### src/rtl/bank_switch_memory_decoder_macros.svh
// ----------------------------------------------------------------------------
// Bank switch memory decoder assertion macros
// Clocked on clk_i, disabled while rst_ni is low.
// ----------------------------------------------------------------------------
`ifndef BANK_SWITCH_MEMORY_DECODER_MACROS_SVH
`define BANK_SWITCH_MEMORY_DECODER_MACROS_SVH

// Same-cycle implication.
`define BSMD_ASSERT_NOW(lbl, ante, cons, msg) \
  lbl: assert property (@(posedge clk_i) disable iff (!rst_ni) (ante) |-> (cons)) \
    else $error(msg);

// Next-cycle implication.
`define BSMD_ASSERT_NEXT(lbl, ante, cons, msg) \
  lbl: assert property (@(posedge clk_i) disable iff (!rst_ni) (ante) |=> (cons)) \
    else $error(msg);

`endif

### src/rtl/bsmd_pkg.sv
// ----------------------------------------------------------------------------
// bsmd_pkg
// Types and constants of the bank switch memory decoder.
// ----------------------------------------------------------------------------
`timescale 1ns / 1ps
`default_nettype none

package bsmd_pkg;

  typedef enum logic {
    OP_READ  = 1'b0,
    OP_WRITE = 1'b1
  } op_e;

  typedef enum logic [3:0] {
    REG_RAM    = 4'd0,
    REG_BASIC  = 4'd1,
    REG_CHAR   = 4'd2,
    REG_KERNAL = 4'd3,
    REG_VIC    = 4'd4,
    REG_SID    = 4'd5,
    REG_COLOR  = 4'd6,
    REG_CIA1   = 4'd7,
    REG_CIA2   = 4'd8,
    REG_OPENIO = 4'd9,
    REG_TOGGLE = 4'd10
  } region_e;

  localparam logic [15:0] ADDR_PORT_DIR  = 16'h0000;
  localparam logic [15:0] ADDR_PORT_DATA = 16'h0001;
  localparam logic [15:0] ADDR_TOGGLE    = 16'hdfff;

  localparam logic [3:0] BANK_BASIC_LO  = 4'ha;
  localparam logic [3:0] BANK_BASIC_HI  = 4'hb;
  localparam logic [3:0] BANK_IO        = 4'hd;
  localparam logic [3:0] BANK_KERNAL_LO = 4'he;
  localparam logic [3:0] BANK_KERNAL_HI = 4'hf;

  localparam logic [3:0] SEL_VIC_LAST   = 4'h3;
  localparam logic [3:0] SEL_SID_LAST   = 4'h7;
  localparam logic [3:0] SEL_COLOR_LAST = 4'hb;
  localparam logic [3:0] SEL_CIA1       = 4'hc;
  localparam logic [3:0] SEL_CIA2       = 4'hd;

  localparam logic [15:0] MASK_ROM8K = 16'h1fff;
  localparam logic [15:0] MASK_4K    = 16'h0fff;
  localparam logic [15:0] MASK_COLOR = 16'h03ff;
  localparam logic [15:0] MASK_VIC   = 16'h003f;
  localparam logic [15:0] MASK_SID   = 16'h001f;
  localparam logic [15:0] MASK_CIA   = 16'h000f;

  localparam logic [7:0] SHADOW_MASK  = 8'h17;
  localparam logic [7:0] NIBBLE_MASK  = 8'h0f;
  localparam logic [7:0] TOGGLE_RESET = 8'h55;

  typedef struct packed {
    op_e         opcode;
    logic [15:0] address;
    logic [7:0]  write_data;
  } req_t;

  typedef struct packed {
    region_e     target_region;
    logic [15:0] target_offset;
    logic [7:0]  out_data;
    logic [7:0]  port_lines;
  } rsp_t;

  typedef struct packed {
    logic [7:0] dir;
    logic [7:0] data;
    logic [7:0] toggle;
  } port_state_t;

  typedef struct packed {
    logic       dir_we;
    logic       data_we;
    logic       toggle_flip;
    logic [7:0] wdata;
  } port_upd_t;

endpackage

`default_nettype wire

### src/rtl/bsmd_req_if.sv
// ----------------------------------------------------------------------------
// bsmd_req_if
// Request channel: one bus access, valid/ready handshake.
// ----------------------------------------------------------------------------
`timescale 1ns / 1ps
`default_nettype none

interface bsmd_req_if;
  logic        valid;
  logic        ready;
  logic        opcode;
  logic [15:0] address;
  logic [7:0]  write_data;

  modport source (output valid, output opcode, output address, output write_data,
                  input ready);
  modport sink (input valid, input opcode, input address, input write_data,
                output ready);
endinterface

`default_nettype wire

### src/rtl/bsmd_rsp_if.sv
// ----------------------------------------------------------------------------
// bsmd_rsp_if
// Result channel: decoded target, valid/ready handshake.
// ----------------------------------------------------------------------------
`timescale 1ns / 1ps
`default_nettype none

interface bsmd_rsp_if;
  logic        valid;
  logic        ready;
  logic [3:0]  target_region;
  logic [15:0] target_offset;
  logic [7:0]  out_data;
  logic [7:0]  port_lines;

  modport source (output valid, output target_region, output target_offset,
                  output out_data, output port_lines, input ready);
  modport sink (input valid, input target_region, input target_offset,
                input out_data, input port_lines, output ready);
endinterface

`default_nettype wire

### src/rtl/bank_switch_memory_decoder.sv
// Path: a request passes the input register, then the result register, on its way out.
// One request per cycle while the result side does not stall; the port and toggle
// registers update as a request leaves the input register, so the next request
// already decodes against them.
// Reset: asynchronous, active low; port direction and data clear to 0, toggle byte to 0x55,
// both pipeline stages empty.
// ----------------------------------------------------------------------------
// bank_switch_memory_decoder
// Bank switched address decoder with processor port, registered single pass.
// ----------------------------------------------------------------------------
`timescale 1ns / 1ps
`default_nettype none

`include "bank_switch_memory_decoder_macros.svh"

module bank_switch_memory_decoder (
  input  wire logic  clk_i,
  input  wire logic  rst_ni,
  bsmd_req_if.sink   req_i,
  bsmd_rsp_if.source rsp_o
);

  logic               in_valid_q;
  bsmd_pkg::req_t     in_req_q;
  logic               out_valid_q;
  bsmd_pkg::rsp_t     out_rsp_q;
  logic               advance;

  bsmd_pkg::port_state_t port_state;
  bsmd_pkg::port_upd_t   port_upd;
  bsmd_pkg::rsp_t        dec_rsp;

  // request leaves the input stage when the result register is free or drains
  assign advance     = in_valid_q && (!out_valid_q || rsp_o.ready);
  assign req_i.ready = !in_valid_q || advance;

  always_ff @(posedge clk_i or negedge rst_ni) begin
    if (!rst_ni) begin
      in_valid_q  <= 1'b0;
      out_valid_q <= 1'b0;
    end else begin
      if (req_i.ready) begin
        in_valid_q <= req_i.valid;
      end
      if (advance) begin
        out_valid_q <= 1'b1;
      end else if (rsp_o.ready) begin
        out_valid_q <= 1'b0;
      end
    end
  end

  always_ff @(posedge clk_i) begin
    if (req_i.valid && req_i.ready) begin
      in_req_q.opcode     <= bsmd_pkg::op_e'(req_i.opcode);
      in_req_q.address    <= req_i.address;
      in_req_q.write_data <= req_i.write_data;
    end
    if (advance) begin
      out_rsp_q <= dec_rsp;
    end
  end

  bsmd_decode u_decode (
    .req_i   (in_req_q),
    .state_i (port_state),
    .rsp_o   (dec_rsp),
    .upd_o   (port_upd)
  );

  bsmd_port_regs u_port_regs (
    .clk_i   (clk_i),
    .rst_ni  (rst_ni),
    .en_i    (advance),
    .upd_i   (port_upd),
    .state_o (port_state)
  );

  assign rsp_o.valid         = out_valid_q;
  assign rsp_o.target_region = out_rsp_q.target_region;
  assign rsp_o.target_offset = out_rsp_q.target_offset;
  assign rsp_o.out_data      = out_rsp_q.out_data;
  assign rsp_o.port_lines    = out_rsp_q.port_lines;

  `BSMD_ASSERT_NEXT(a_adv_fills_out, advance, out_valid_q, "result register not loaded")
  `BSMD_ASSERT_NEXT(a_toggle_hold, !advance, $stable(port_state.toggle), "toggle byte moved while idle")
  `BSMD_ASSERT_NEXT(a_lines_match, advance, out_rsp_q.port_lines == (~port_state.dir | port_state.data), "port lines disagree with port registers")

endmodule

`default_nettype wire

### src/rtl/bsmd_port_regs.sv
// ----------------------------------------------------------------------------
// bsmd_port_regs
// Processor port direction/data registers and the open-bus toggle byte.
// ----------------------------------------------------------------------------
`timescale 1ns / 1ps
`default_nettype none

module bsmd_port_regs (
  input  wire logic                  clk_i,
  input  wire logic                  rst_ni,
  input  wire logic                  en_i,
  input  wire bsmd_pkg::port_upd_t   upd_i,
  output bsmd_pkg::port_state_t      state_o
);

  logic [7:0] dir_q, dir_d;
  logic [7:0] data_q, data_d;
  logic [7:0] toggle_q, toggle_d;

  always_comb begin
    dir_d    = dir_q;
    data_d   = data_q;
    toggle_d = toggle_q;
    if (en_i) begin
      if (upd_i.dir_we) begin
        dir_d = upd_i.wdata;
      end
      if (upd_i.data_we) begin
        data_d = upd_i.wdata;
      end
      if (upd_i.toggle_flip) begin
        toggle_d = ~toggle_q;
      end
    end
  end

  always_ff @(posedge clk_i or negedge rst_ni) begin
    if (!rst_ni) begin
      dir_q    <= '0;
      data_q   <= '0;
      toggle_q <= bsmd_pkg::TOGGLE_RESET;
    end else begin
      dir_q    <= dir_d;
      data_q   <= data_d;
      toggle_q <= toggle_d;
    end
  end

  assign state_o.dir    = dir_q;
  assign state_o.data   = data_q;
  assign state_o.toggle = toggle_q;

endmodule

`default_nettype wire

### src/rtl/bsmd_decode.sv
// ----------------------------------------------------------------------------
// bsmd_decode
// Address map decode of one access against the current port lines.
// ----------------------------------------------------------------------------
`timescale 1ns / 1ps
`default_nettype none

module bsmd_decode (
  input  wire bsmd_pkg::req_t        req_i,
  input  wire bsmd_pkg::port_state_t state_i,
  output bsmd_pkg::rsp_t             rsp_o,
  output bsmd_pkg::port_upd_t        upd_o
);

  logic [7:0] lines;
  logic       basic_on, kernal_on, char_in, io_in;
  logic       is_wr;
  logic [3:0] bank, io_sel;
  logic [7:0] next_dir, next_data;

  bsmd_pkg::region_e io_region;
  logic [15:0]       io_offset;
  logic [7:0]        io_data;
  logic              io_flip;

  assign lines     = ~state_i.dir | state_i.data;
  assign basic_on  = (lines[1:0] == 2'b11);
  assign kernal_on = lines[1];
  assign char_in   = (lines[1:0] != 2'b00) && !lines[2];
  assign io_in     = (lines[1:0] != 2'b00) && lines[2];
  assign is_wr     = (req_i.opcode == bsmd_pkg::OP_WRITE);
  assign bank      = req_i.address[15:12];
  assign io_sel    = req_i.address[11:8];

  // device decode inside the I/O block
  always_comb begin
    io_flip   = 1'b0;
    io_data   = is_wr ? req_i.write_data : '0;
    io_region = bsmd_pkg::REG_OPENIO;
    io_offset = req_i.address & bsmd_pkg::MASK_4K;
    priority if (io_sel <= bsmd_pkg::SEL_VIC_LAST) begin
      io_region = bsmd_pkg::REG_VIC;
      io_offset = req_i.address & bsmd_pkg::MASK_VIC;
    end else if (io_sel <= bsmd_pkg::SEL_SID_LAST) begin
      io_region = bsmd_pkg::REG_SID;
      io_offset = req_i.address & bsmd_pkg::MASK_SID;
    end else if (io_sel <= bsmd_pkg::SEL_COLOR_LAST) begin
      io_region = bsmd_pkg::REG_COLOR;
      io_offset = req_i.address & bsmd_pkg::MASK_COLOR;
      io_data   = is_wr ? (req_i.write_data & bsmd_pkg::NIBBLE_MASK) : '0;
    end else if (io_sel == bsmd_pkg::SEL_CIA1) begin
      io_region = bsmd_pkg::REG_CIA1;
      io_offset = req_i.address & bsmd_pkg::MASK_CIA;
    end else if (io_sel == bsmd_pkg::SEL_CIA2) begin
      io_region = bsmd_pkg::REG_CIA2;
      io_offset = req_i.address & bsmd_pkg::MASK_CIA;
    end else if (!is_wr && (req_i.address == bsmd_pkg::ADDR_TOGGLE)) begin
      // read of the toggle byte inverts it first
      io_flip   = 1'b1;
      io_region = bsmd_pkg::REG_TOGGLE;
      io_offset = '0;
      io_data   = ~state_i.toggle;
    end else begin
      io_region = bsmd_pkg::REG_OPENIO;
    end
  end

  always_comb begin
    rsp_o.target_region = bsmd_pkg::REG_RAM;
    rsp_o.target_offset = req_i.address;
    rsp_o.out_data      = '0;
    upd_o.dir_we        = 1'b0;
    upd_o.data_we       = 1'b0;
    upd_o.toggle_flip   = 1'b0;
    upd_o.wdata         = req_i.write_data;
    if (is_wr) begin
      rsp_o.out_data = req_i.write_data;
      priority if (req_i.address == bsmd_pkg::ADDR_PORT_DIR) begin
        upd_o.dir_we = 1'b1;
      end else if (req_i.address == bsmd_pkg::ADDR_PORT_DATA) begin
        upd_o.data_we  = 1'b1;
        // RAM shadow of the port data register
        rsp_o.out_data = (state_i.dir & req_i.write_data)
                       | (~state_i.dir & bsmd_pkg::SHADOW_MASK);
      end else if ((bank == bsmd_pkg::BANK_IO) && io_in) begin
        rsp_o.target_region = io_region;
        rsp_o.target_offset = io_offset;
        rsp_o.out_data      = io_data;
      end else begin
        rsp_o.target_region = bsmd_pkg::REG_RAM;
      end
    end else begin
      priority if (((bank == bsmd_pkg::BANK_BASIC_LO) || (bank == bsmd_pkg::BANK_BASIC_HI))
                   && basic_on) begin
        rsp_o.target_region = bsmd_pkg::REG_BASIC;
        rsp_o.target_offset = req_i.address & bsmd_pkg::MASK_ROM8K;
      end else if ((bank == bsmd_pkg::BANK_IO) && io_in) begin
        rsp_o.target_region = io_region;
        rsp_o.target_offset = io_offset;
        rsp_o.out_data      = io_data;
        upd_o.toggle_flip   = io_flip;
      end else if ((bank == bsmd_pkg::BANK_IO) && char_in) begin
        rsp_o.target_region = bsmd_pkg::REG_CHAR;
        rsp_o.target_offset = req_i.address & bsmd_pkg::MASK_4K;
      end else if (((bank == bsmd_pkg::BANK_KERNAL_LO) || (bank == bsmd_pkg::BANK_KERNAL_HI))
                   && kernal_on) begin
        rsp_o.target_region = bsmd_pkg::REG_KERNAL;
        rsp_o.target_offset = req_i.address & bsmd_pkg::MASK_ROM8K;
      end else begin
        rsp_o.target_region = bsmd_pkg::REG_RAM;
      end
    end
    // port lines as they stand after this access
    next_dir         = upd_o.dir_we  ? req_i.write_data : state_i.dir;
    next_data        = upd_o.data_we ? req_i.write_data : state_i.data;
    rsp_o.port_lines = ~next_dir | next_data;
  end

endmodule

`default_nettype wire

### src/flat_wrapper.sv
// flat-port wrapper written by rule: the top's interface ports become plain ports
module bank_switch_memory_decoder_flat 
  (clk_i, rst_ni, req_i_valid, req_i_opcode, req_i_address, req_i_write_data, req_i_ready, rsp_o_valid, rsp_o_target_region, rsp_o_target_offset, rsp_o_out_data, rsp_o_port_lines, rsp_o_ready);
  bsmd_req_if req_i_i ();
  bsmd_rsp_if rsp_o_i ();
  input  wire logic clk_i;
  input  wire logic rst_ni;
  input wire logic [$bits(req_i_i.valid)-1:0] req_i_valid;
  input wire logic [$bits(req_i_i.opcode)-1:0] req_i_opcode;
  input wire logic [$bits(req_i_i.address)-1:0] req_i_address;
  input wire logic [$bits(req_i_i.write_data)-1:0] req_i_write_data;
  output wire logic [$bits(req_i_i.ready)-1:0] req_i_ready;
  output wire logic [$bits(rsp_o_i.valid)-1:0] rsp_o_valid;
  output wire logic [$bits(rsp_o_i.target_region)-1:0] rsp_o_target_region;
  output wire logic [$bits(rsp_o_i.target_offset)-1:0] rsp_o_target_offset;
  output wire logic [$bits(rsp_o_i.out_data)-1:0] rsp_o_out_data;
  output wire logic [$bits(rsp_o_i.port_lines)-1:0] rsp_o_port_lines;
  input wire logic [$bits(rsp_o_i.ready)-1:0] rsp_o_ready;
  assign req_i_i.valid = req_i_valid;
  assign req_i_i.opcode = req_i_opcode;
  assign req_i_i.address = req_i_address;
  assign req_i_i.write_data = req_i_write_data;
  assign req_i_ready = req_i_i.ready;
  assign rsp_o_valid = rsp_o_i.valid;
  assign rsp_o_target_region = rsp_o_i.target_region;
  assign rsp_o_target_offset = rsp_o_i.target_offset;
  assign rsp_o_out_data = rsp_o_i.out_data;
  assign rsp_o_port_lines = rsp_o_i.port_lines;
  assign rsp_o_i.ready = rsp_o_ready;
  bank_switch_memory_decoder u_core (.clk_i(clk_i), .rst_ni(rst_ni), .req_i(req_i_i), .rsp_o(rsp_o_i));
endmodule
### config.mk
export PLATFORM = sky130hd
export DESIGN_NAME = bank_switch_memory_decoder_flat
export DESIGN_NICKNAME = d
export VERILOG_FILES = /design/src/rtl/bsmd_pkg.sv /design/src/rtl/bsmd_req_if.sv /design/src/rtl/bsmd_rsp_if.sv /design/src/rtl/bank_switch_memory_decoder.sv /design/src/rtl/bsmd_port_regs.sv /design/src/rtl/bsmd_decode.sv /design/src/flat_wrapper.sv
export VERILOG_INCLUDE_DIRS = /design/src /design/src/rtl
export SDC_FILE = /design/constraint.sdc
export NUM_CORES = 1
export LEC_CHECK = 0
export BUFFER_PORTS_ARGS = -buffer_cell sky130_fd_sc_hd__buf_4
export CAP_MARGIN = 20
export CORE_AREA = 2 2 121 64
export CTS_CLUSTER_SIZE = 8
export DETAILED_ROUTE_END_ITERATION = 10
export DIE_AREA = 0 0 123 66
export PLACE_DENSITY = 0.78
export SLEW_MARGIN = 15
export SYNTH_ARGS = -nofsm -noshare
export SYNTH_HDL_FRONTEND = slang
export SYNTH_SLANG_ARGS = --single-unit
### constraint.sdc
create_clock -name clk_i -period 4.2 [get_ports clk_i]
set_clock_uncertainty 0.15 [all_clocks]
set_input_delay 0.63 -clock clk_i [delete_from_list [all_inputs] [get_ports clk_i]]
set_output_delay 0.63 -clock clk_i [all_outputs]
set_load 0.02 [all_outputs]
==> key figures, run 1 <==
CTS
  – Clk root buf: clkbuf_16
  – Post-CTS Hold Fix Bufs: 0
  – Clk buf depth: 2
  – PostCTS Resize Cnt: 0
  – Post-CTS Repair Setup Buffers: 0
  – H-Tree Level Count: 3
  – Worst-Skew Late Latency: 0.34 ns
  – CTS tree: built
  – Clk slew on worst S/H paths: 0.06 ns
  – Num CTS Buffers: 9
  – Clock sink total: 87

Final layout
  – N_diodes: 0
  – Multi-input gate area: 0.00124 mm²
  – Layout Area Growth over Synthesis: 22.4%
  – Layout Nets: between 300 and 400
  – Filler Cell Count: 542
  – Register area: around 0.0025 mm²
  – Share of layout cells above drive strength 1: 34.1%
  – Core Util, Final: 65.5%
  – Finished Cell Area: 0.00465 mm²

Synth
  – Top FF cell, synth: edfxtp_1
  – Top cell type by total area after synthesis: edfxtp_1
  – Synth area leaders: edfxtp_1, dfrtp_1, mux2_2
  – Cells after synthesis: 264
  – FFs w/ async S/R, synth: 29.9%
  – List of most frequent post-synthesis cells: edfxtp_1, dfrtp_1, mux2_2
  – Cell variety after synth: 54
  – Synth Area in XOR/XNOR: 1.84%
  – Post-synth top area share: 48.2%
  – Post-synth net total: 293
  – Synth Area in Adders: 0%
  – Multiplexer share of the synthesized area: roughly 5%
  – Most frequent cell after synthesis: edfxtp_1
  – Simple-gate portion of the synthesized area: between 10% and 20%
  – Register area share after synthesis: 65.5%
  – Syn avg cell area: 14.4 µm²
  – Synth warn: 0
  – Main combinational cell family by area after synthesis: simple AND/OR/NAND/NOR gates
  – Post-Syn Area: roughly 0.0038 mm²
  – Yosys reg bits: 87
  – Compound-Gate Fraction of Synth Area: 7.97%
  – Post-synth EDFFs: 61

Drt
  – DR WL met2: 3.11 mm
  – M1 WL: 4.03 mm
  – Max Used Layer: met4
  – Vias per cell: 5.88
  – Drt wl/cell: around 19 µm
  – Metal3 WL: 845 µm
  – DRT Pass-1 Iters: 4
  – Via count: 2528
  – Routed Antenna Nets: 0
  – Detailed Route WL: 8.05 mm
  – Residual DRC: 0
  – DRT iter0 DRCs: 290

STA
  – Final-report setup violation count: 0
  – Worst Hold Slack: 0.0383 ns
  – Final WS setup: 1.15 ns
  – Max Freq: 0.328 GHz
  – Final critical-path required period: 3.05 ns
  – Slew margin rel.: 30.9%
  – Final hold vios: 0
  – Setup TNS Final: 0 ns
  – Slew @ Worst Pin: 1.03 ns
  – RSZ-0062 raised after global routing: false
  – Slew Limit Fails: 0
  – Final period utilization: 72.7%

Worst setup path
  – CP arrival: between 2 and 3 ns
  – Slowest CP cell: nor4_4
  – WP buf/inv: 0
  – Critical path class: reg2reg
  – Critical Path RT: 4.13 ns
  – Largest delay share family, worst path: simple AND/OR/NAND/NOR gates
  – CP max stage delay: 0.73 ns
  – CP startpoint kind: flop
  – CP Capture Type: flop
  – Critical-path cell list: or4b_2 -> nor4_4 -> nor4bb_1 -> nor3_1
  – CP Max Fanout: 23

Floorplanning
  – Row count: 22
  – Die height: 66 µm
  – Core Region: 0.00710 mm²
  – Ports: 67
  – Initial Util: between 50% and 60%
  – Die area: between 0.008 and 0.009 mm²
  – Die W: 123 µm

Placed design
  – Setup slack after placement: 1.19 ns
  – GPL Wtd Cong: 0.886
  – PortBufs: 66
  – Placed Area: 0.00435 mm²
  – Post-DP HPWL: between 5 and 6 mm

Global routing
  – Initial antenna violation count: 0
  – Largest net degree at the start of global routing: 38
  – First-pass GRT wire length: around 13 mm
  – Grt ovf: 0
  – Gr usage total: 23.0%
  – Vias in the first global route: approximately 2300

Job
  – Max_cap viols: 0

Outcome
  – Outcome: finished, final reports clean

Power and ir drop
  – Pleak: about 1.9 nW
  – Maximum VDD drop: 0.302 mV
  – P per Cell Area: 413 mW/mm²

Worst hold path
  – HP Class: in2async
==> cell families (layout without fill, tap and decap cells) <==
family,count (synthesis),after routing
multiplexers,17,17
flip-flops,87,87
AND/OR/NAND/NOR,94,94
AO/OA/AOI/OAI,43,43
buffers and inverters,15,85
XOR/XNOR,8,8
==> layout make-up <==
| cell class | instances | share of cell area [%] |
|---|---|---|
| clock buffers | 12 | 5.54 |
| clock inverters | 4 | 0.592 |
| inverters | 2 | 0.161 |
| multi-input cells | 162 | 26.7 |
| flip-flops and latches | 87 | 53.5 |
| well taps | 96 | 2.58 |
| repair buffers | 67 | 11.0 |
==> placed cells by master (no fill, tap or decap), drive strengths merged, types with 5 or more instances in the layout <==
cell and instances:
o21ai 10, nor3b 5, dfrtp 22, buf 67
and4b 8, xor2 8, edfxtp 61, mux2 16
nor3 12, nor4 5, nand2b 6, clkbuf 12
and2 11, a21boi 5, nor2 5, nand2 11
==> final timing paths <==
kind	slack, ns	depth (start not counted)	startpoint	to
worst min-delay path	0.04	1	rst_ni	u_core.u_port_regs.data_q[7]
max in group asynchronous	3.56	1	rst_ni	u_core.u_port_regs.toggle_q[4]
worst max-delay path	1.15	4	u_core.in_req_q[24]	u_core.rsp_o.port_lines[0]
worst min register to register	0.32	1	u_core.u_port_regs.toggle_q[7]	u_core.u_port_regs.toggle_q[7]
worst max register to register	1.15	4	u_core.in_req_q[24]	u_core.rsp_o.port_lines[0]
min in group clk_i	0.31	1	req_i_write_data[6]	u_core.in_req_q[6]
==> registers in the layout, indices dropped and copies added, names as in the netlist <==
name                         cells
u_core.in_req_q                 25
u_core.in_valid_q                1
u_core.rsp_o.out_data            8
u_core.rsp_o.port_lines          8
u_core.rsp_o.target_offset      16
u_core.rsp_o.target_region       4
u_core.rsp_o.valid               1
u_core.u_port_regs.data_q        8
u_core.u_port_regs.dir_q         8
u_core.u_port_regs.toggle_q      8
==> worst reg2reg max path, delay by kind of cell, from the launching register on <==
family,cells,cell delay (ns)
and+or+nand+nor,4,1.99
DFF,1,0.68
==> power by group <==
part,switching (mW),internal [mW]
clock,0.318,0.437
sequential,0.0358,0.972
combinational,0.0888,0.0678
total,0.443,1.48
==> metal layers <==
metal,up-vias,track usage (%)
li1,1167,-
met1,1197,35.8
met2,157,28.2
met3,7,10.2
met4,0,6.39
met5,-,0
==> through the flow <==
| stage | total power [mW] | instances |
|---|---|---|
| after global placement | 1.17 | 413 |
| after detailed placement | 1.18 | 413 |
| after floorplan | 1.09 | 264 |
| after global routing | 2.00 | 430 |
| final | 1.92 | 430 |
| after CTS | 1.93 | 429 |
Power figures use the tool's default switching activity.
==> inputs of run 2 (changes only) <==
- ABC_AREA: unset -> 1
- CORE_AREA: 2 2 121 64 -> 2 2 124 66
- DIE_AREA: 0 0 123 66 -> 0 0 126 68
- PLACE_DENSITY: 0.78 -> 0.76
- clock period: 4.2 -> 2.95 ns (I/O delays scaled with it)
==> run 2 against run 1 <==
Compared with the run above:
- first-iteration DRC count rose by 8.3%
- routed wire length grew 11%
- via count grew 18%
- sequential cell count unchanged
- power rose by 77%
- synthesized cell count up 45%
- combinational power rose to 3.9 times the previous value
- final cell count increased by 31%
- critical path type unchanged
- largest cell class unchanged
- highest routed layer unchanged
==> key figures, run 2 <==
Synth
  – Synth warn: 0 (unchanged)
  – Register area share after synthesis: 62.7% (-2.8 points)
  – Post-synth top area share: 46.1% (-2.1 points)
  – FFs w/ async S/R, synth: 29.9% (unchanged)
  – Syn avg cell area: 10.4 µm² (-28%)
  – Post-synth net total: 411 (+40%)
  – Most frequent cell after synthesis: nand2_1
  – Post-Syn Area: 0.00397 mm² (+4.5%)
  – Synth area leaders: edfxtp_1, dfrtp_1, nand2_1
  – Cell variety after synth: 32 (-41%)
  – Yosys reg bits: 87 (unchanged)
  – Post-synth EDFFs: 61 (unchanged)
  – List of most frequent post-synthesis cells: nand2_1, edfxtp_1, nor2_1
  – Cells after synthesis: 382 (+45%)
  – Top FF cell, synth: edfxtp_1
  – Top cell type by total area after synthesis: edfxtp_1

Placed design
  – Placed Area: 0.00459 mm² (+5.6%)
  – Post-DP HPWL: 6.32 mm (+8.2%)
  – GPL Wtd Cong: 0.917 (+3.5%)
  – PortBufs: 66 (unchanged)

Floorplanning
  – Initial Util: 52.3% (-1.2 points)
  – Die W: 126 µm (+2.4%)
  – Ports: 67 (unchanged)
  – Core Region: 0.00760 mm² (+7.0%)
  – Die area: 0.00857 mm² (+5.5%)
  – Row count: 23 (+4.5%)
  – Die height: 68 µm (+3.0%)

Worst setup path
  – Critical R2R Capture: u_core.rsp_o.out_data[4]
  – CP Max Fanout: 10 (-57%)
  – CP arrival: 2.12 ns (-0.87 ns)
  – Critical path class: reg2reg
  – Reg2reg setup slack: 0.74 ns (-0.41 ns)
  – Worst Reg2Reg Path Length in Cells: 8 (+4)
  – CP startpoint kind: flop
  – CP Capture Type: flop
  – FF-to-FF Start: u_core.in_req_q[11]
  – Critical Path RT: 2.86 ns (-1.27 ns)

CTS
  – CTS tree: built
  – Clock sink total: 87 (unchanged)
  – Clk slew on worst S/H paths: 0.07 ns (about the same)
  – Clk buf depth: 2 (unchanged)
  – Clk root buf: clkbuf_16
  – Worst-Skew Late Latency: 0.34 ns (about the same)
  – H-Tree Level Count: 3 (unchanged)
  – Num CTS Buffers: 9 (unchanged)
  – PostCTS Resize Cnt: 0 (unchanged)

Job
  – Max_cap viols: 0 (unchanged)

Drt
  – Via count: 2976 (+18%)
  – Drt wl/cell: 15.8 µm (-15%)
  – Routed Antenna Nets: 0 (unchanged)
  – M1 WL: 4.28 mm (+6.1%)
  – DR WL met2: 3.61 mm (+16%)
  – DRT iter0 DRCs: 314 (+8.3%)
  – Detailed Route WL: 8.90 mm (+11%)
  – DRT Pass-1 Iters: 7 (+3)
  – Residual DRC: 0 (unchanged)
  – Metal3 WL: 884 µm (+4.6%)
  – Vias per cell: 5.30 (-9.9%)
  – Max Used Layer: met4

Global routing
  – Grt ovf: 0 (unchanged)
  – First-pass GRT wire length: 14.2 mm (+8.4%)
  – Gr usage total: 22.3% (-0.69 points)
  – Largest net degree at the start of global routing: 50 (+32%)
  – Initial antenna violation count: 0 (unchanged)
  – Vias in the first global route: 2759 (+20%)

Power and ir drop
  – Clk pwr share: 35.2% (-4.1 points)
  – Logic pwr share: 18.1% (+9.9 points)
  – Internal: 2.47 mW (+67%)
  – Maximum VDD drop: 0.442 mV (+46%)
  – Sw Share: 27.2% (+4.2 points)
  – Pleak: 2.10 nW (+13%)
  – Switching power: 0.925 mW (+110%)
  – P per Cell Area: 690 mW/mm² (+67%)
  – Seq pwr share: 46.7% (-5.8 points)

STA
  – Max Freq: 0.452 GHz (+38%)
  – Slew margin rel.: 62.5% (+32 points)
  – Setup TNS Final: 0 ns (unchanged)
  – Final-report setup violation count: 0 (unchanged)
  – Final hold vios: 0 (unchanged)
  – Slew Limit Fails: 0 (unchanged)
  – Final critical-path required period: 2.21 ns (-0.842 ns)
  – Final period utilization: 74.9% (+2.3 points)
  – Slew @ Worst Pin: 0.561 ns (-0.473 ns)
  – RSZ-0062 raised after global routing: false

Final layout
  – Layout Nets: 486 (+36%)
  – Most frequent cells in the layout: nand2_1, buf_4, edfxtp_1
  – Max reg flops: 25 (unchanged)
  – Finished Cell Area: 0.00493 mm² (+5.9%)
  – N_diodes: 0 (unchanged)
  – Layout Area Growth over Synthesis: 24.1%
  – Most common cell after layout, fill and taps aside: nand2_1
  – Reg with most FFs: u_core.in_req_q
  – Share of layout cells above drive strength 1: 26.6% (-7.5 points)

Worst hold path
  – Hold path depth: 1
  – HP Class: in2reg
  – Worst hold endpoint: u_core.in_req_q[15]
  – Hold Crit Start: req_i_address[7]

Outcome
  – Outcome: finished, final reports clean
run 2: final cells by class:
type | count | area [µm²]
sequential | 87 | 2490
timing repair buffer | 70 | 541
fill | 600 | 2670
clock inverter | 7 | 96.3
clock buffer | 9 | 225
tap | 100 | 125
multi-input combinational | 245 | 1290
inverter | 44 | 165
run 2: how the worst max path moves through the flow:
stage,start,to,cells after the start
after floorplan,u_core.rsp_o.valid,u_core.rsp_o.out_data[0],4
after global placement,rsp_o_ready,u_core.rsp_o.out_data[3],6
after detailed placement,u_core.in_req_q[17],u_core.rsp_o.port_lines[1],8
after CTS,u_core.in_req_q[14],u_core.rsp_o.port_lines[1],8
after global routing,u_core.in_req_q[16],u_core.rsp_o.out_data[3],9
final,u_core.in_req_q[11],u_core.rsp_o.out_data[4],8
run 2: logic make-up after synthesis:
logic type,after synthesis,share of synthesized area (%)
xor+xnor,8,3.28
compound gates,53,7.41
simple gates,184,21.7
buf+inv,50,4.95
flops,87,62.7
run 2: power groups by stage:
stage | clock network [mW] | registers (mW) | logic [mW]
after floorplan | 0 | 1.68 | 0.295
after global placement | 0 | 1.61 | 0.595
after detailed placement | 0 | 1.61 | 0.614
after CTS | 1.22 | 1.59 | 0.619
after global routing | 1.27 | 1.60 | 0.682
final | 1.20 | 1.59 | 0.615
run 2: metrics by stage:
stage                     setup WS, ns  power [mW]  hold slack (ns)  utilization [%]  std cells
after CTS                        0.795        3.42            0.110             64.8        562
after floorplan                  0.438        1.97         -0.00309                -        382
final                            0.739        3.40            0.122             64.8        562
after detailed placement         0.823        2.22            0.228             60.5        545
after global placement           0.869        2.20            0.220             60.5        545
after global routing             0.552        3.55            0.109             64.8        562
run 2: metal layers:
metal / global-route usage [%] / vias to the layer above
li1: - / 1427
met1: 32.5 / 1375
met2: 31.8 / 155
met3: 7.74 / 19
met4: 6.73 / 0
met5: 0 / -
run 2: critical path, stage by stage, from the launching register on:
cell      delay [ns]
edfxtp_1        0.47
nor2_1          0.19
nand3_1         0.12
nor2_2          0.26
nand2_2         0.22
nand4_1         0.18
nand2_1         0.14
nand2_1         0.08
nand3_1         0.12
run 2: timing repair:
| action | 4_1_cts | 5_1_grt |
|---|---|---|
| buffers inserted | 0 | 0 |
| hold buffers | 1 | 0 |
| hold endpoints to repair | 22 | 0 |
==> inputs of run 3 (changes only) <==
- ABC_AREA: 1 -> 0
- CORE_AREA: 2 2 124 66 -> 2 2 121 64
- DIE_AREA: 0 0 126 68 -> 0 0 123 66
- PLACE_DENSITY: 0.76 -> 0.78
- clock period: 2.95 -> 2.3 ns (I/O delays scaled with it)
==> run 3 against run 2 <==
Compared with the run above:
- worst hold slack worse by 0.094 ns
- clock-buffer cell count up 2
- the run now ends with setup timing left
- critical path depth down 4
- fmax down 6.2%
- power up 16%
- clock power up 48%
- utilization up 7.4 points
==> key figures, run 3 (synthesized netlist as in run 1, its figures left out) <==
STA
  – Final hold vios: 0 (unchanged)
  – RSZ-0062 raised after global routing: true
  – Slew @ Worst Pin: 0.667 ns (+0.106 ns)
  – Max Freq: 0.424 GHz (-6.2%)
  – Slew margin rel.: 54.9% (-7.6 points)
  – Final-report setup violation count: 11 (+11)
  – Final period utilization: 102% (+27 points)
  – Setup TNS Final: -0.312 ns (-0.312 ns)
  – Slew Limit Fails: 0 (unchanged)
  – Final WS setup: -0.0561 ns (-0.795 ns)
  – Final critical-path required period: 2.36 ns (+0.145 ns)

Power and ir drop
  – Internal: 3.14 mW (+27%)
  – Switching power: 0.815 mW (-12%)
  – P per Cell Area: 770 mW/mm² (+12%)
  – Maximum VDD drop: 0.598 mV (+35%)
  – Sw Share: 20.6% (-6.6 points)
  – Seq pwr share: 45.9% (-0.8 points)
  – Clk pwr share: 44.9% (+9.7 points)
  – Logic pwr share: 9.2% (-8.9 points)
  – Pleak: 2.11 nW (+0.48%)

Worst setup path
  – Critical Path RT: 2.22 ns (-0.64 ns)
  – CP arrival: 2.27 ns (+0.15 ns)
  – Reg2reg setup slack: -0.06 ns (-0.80 ns)
  – Critical path class: reg2reg
  – CP Max Fanout: 8 (-2)
  – CP startpoint kind: flop
  – CP Capture Type: flop

Floorplanning
  – Core Region: 0.00710 mm² (-6.5%)
  – Row count: 22 (-4.3%)
  – Initial Util: 53.5% (+1.2 points)
  – Die height: 66 µm (-2.9%)
  – Ports: 67 (unchanged)
  – Die area: 0.00812 mm² (-5.3%)
  – Die W: 123 µm (-2.4%)

Global routing
  – Grt ovf: 0 (unchanged)
  – First-pass GRT wire length: 14.0 mm (-1.3%)
  – Gr usage total: 24.1% (+1.7 points)
  – Initial antenna violation count: 0 (unchanged)
  – Largest net degree at the start of global routing: 37 (-26%)
  – Vias in the first global route: 2525 (-8.5%)

Outcome
  – Outcome: finished, violations left
  – Violated checks: setup timing

Final layout
  – Share of layout cells above drive strength 1: 44.2% (+18 points)
  – Multi-input gate area: 0.00132 mm² (+2.8%)
  – Most frequent cells in the layout: buf_4, edfxtp_1, dfrtp_1
  – Non-Filler Instances: 467 (-17%)
  – Layout Area Growth over Synthesis: 35.1%
  – Register area: 0.00249 mm² (unchanged)
  – Filler Cell Count: 439 (-27%)
  – Reg with most FFs: u_core.in_req_q
  – Finished Cell Area: 0.00513 mm² (+4.2%)
  – N_diodes: 0 (unchanged)
  – Most common cell after layout, fill and taps aside: buf_4
  – Max reg flops: 25 (unchanged)
  – Layout Nets: 395 (-19%)

CTS
  – CTS tree: built
  – Clock sink total: 87 (unchanged)
  – Num CTS Buffers: 9 (unchanged)
  – Worst-Skew Late Latency: 0.34 ns (about the same)
  – Clk buf depth: 2 (unchanged)
  – Clk root buf: clkbuf_16
  – H-Tree Level Count: 3 (unchanged)
  – Clk slew on worst S/H paths: 0.06 ns (about the same)

Drt
  – Vias per cell: 5.87 (+11%)
  – DRT Pass-1 Iters: 5 (-2)
  – DRT iter0 DRCs: 315 (+0.32%)
  – Drt wl/cell: 19.8 µm (+25%)
  – Via count: 2743 (-7.8%)
  – Routed Antenna Nets: 0 (unchanged)
  – Residual DRC: 0 (unchanged)
  – Detailed Route WL: 9.25 mm (+4.0%)

Placed design
  – Post-DP HPWL: 6.18 mm (-2.2%)
  – Placed instance count: 442 (-19%)
  – PortBufs: 66 (unchanged)
  – GPL Wtd Cong: 0.902 (-1.6%)
  – Placed Area: 0.00460 mm² (about the same)
  – Setup slack after placement: -0.0688 ns (-0.892 ns)

Job
  – Max_cap viols: 0 (unchanged)

Worst hold path
  – HP Class: in2reg
-- run 3: cell count changes in the layout (fill, tap and decap cells not counted), moves of 11 or more --
| cell | previous run | this run |
|---|---|---|
| nand2_1 | 87 | 11 |
| inv_1 | 41 | 2 |
| nor2_1 | 43 | 4 |
| buf_4 | 68 | 97 |
| nand3_1 | 23 | 2 |
| mux2_2 | 0 | 16 |
| o21ai_0 | 20 | 5 |
| o21ai_1 | 17 | 2 |
| and2_1 | 0 | 11 |
-- run 3: timing repair --
action / in CTS / in global routing
hold endpoints to repair: 22 / 0
cloned: 0 / 1
gates resized for setup: 7 / 16
setup endpoints to repair: 19 / 23
setup buffers: 4 / 3
pin swaps: 6 / 2
hold buffers: 1 / 0
-- run 3: path summary, 6_finish.rpt --
path | cells after the start | end | startpoint
max | 4 | u_core.rsp_o.out_data[7] | u_core.in_req_q[9]
min | 1 | u_core.in_req_q[8] | req_i_address[0]
max reg2reg | 4 | u_core.rsp_o.out_data[7] | u_core.in_req_q[9]
min reg2reg | 1 | u_core.u_port_regs.toggle_q[5] | u_core.u_port_regs.toggle_q[5]
max in group asynchronous | 2 | u_core.u_port_regs.toggle_q[4] | rst_ni
min in group asynchronous | 2 | u_core.rsp_o.valid | rst_ni
-- run 3: metal layers --
layer	up-vias	wire length [µm]	GRT usage, %	share of wire, %
met4	0	104	6.82	1.1
met5	-	0	0	0
met3	12	748	6.38	8.1
met2	150	3840	32.4	41
met1	1346	4560	37.8	49
li1	1235	-	-	-
-- run 3: cell type report --
type / instances / area share (%)
Sequential cell: 87 / 48.5
Multi-Input combinational cell: 162 / 25.8
Timing Repair Buffer: 104 / 16.0
Clock buffer: 11 / 4.73
Clock inverter: 5 / 2.51
Tap cell: 96 / 2.34
Inverter: 2 / 0.146
-- run 3: stage by stage --
stage	utilization, %	power [mW]	hold slack, ns
2_1_floorplan	-	2.00	-0.101
3_3_place_gp	64.7	2.18	0.123
3_5_place_dp	64.7	2.19	0.123
4_1_cts	71.0	3.97	0.0160
5_1_grt	72.3	4.08	0.0153
6_report	72.3	3.95	0.0288
-- run 3: worst max-delay path: stages, from the launching register on --
cell and delay [ns]:
edfxtp_1 0.42, or4_4 0.58, or4_4 0.65, o21ai_2 0.18
o22ai_1 0.11
-- run 3: power by group through the flow --
stage	clock, mW	combinational [mW]	sequential, mW
global route	1.87	0.388	1.82
detailed placement	0	0.347	1.84
floorplan	0	0.110	1.89
global placement	0	0.342	1.84
CTS	1.80	0.355	1.81
finish	1.78	0.363	1.81
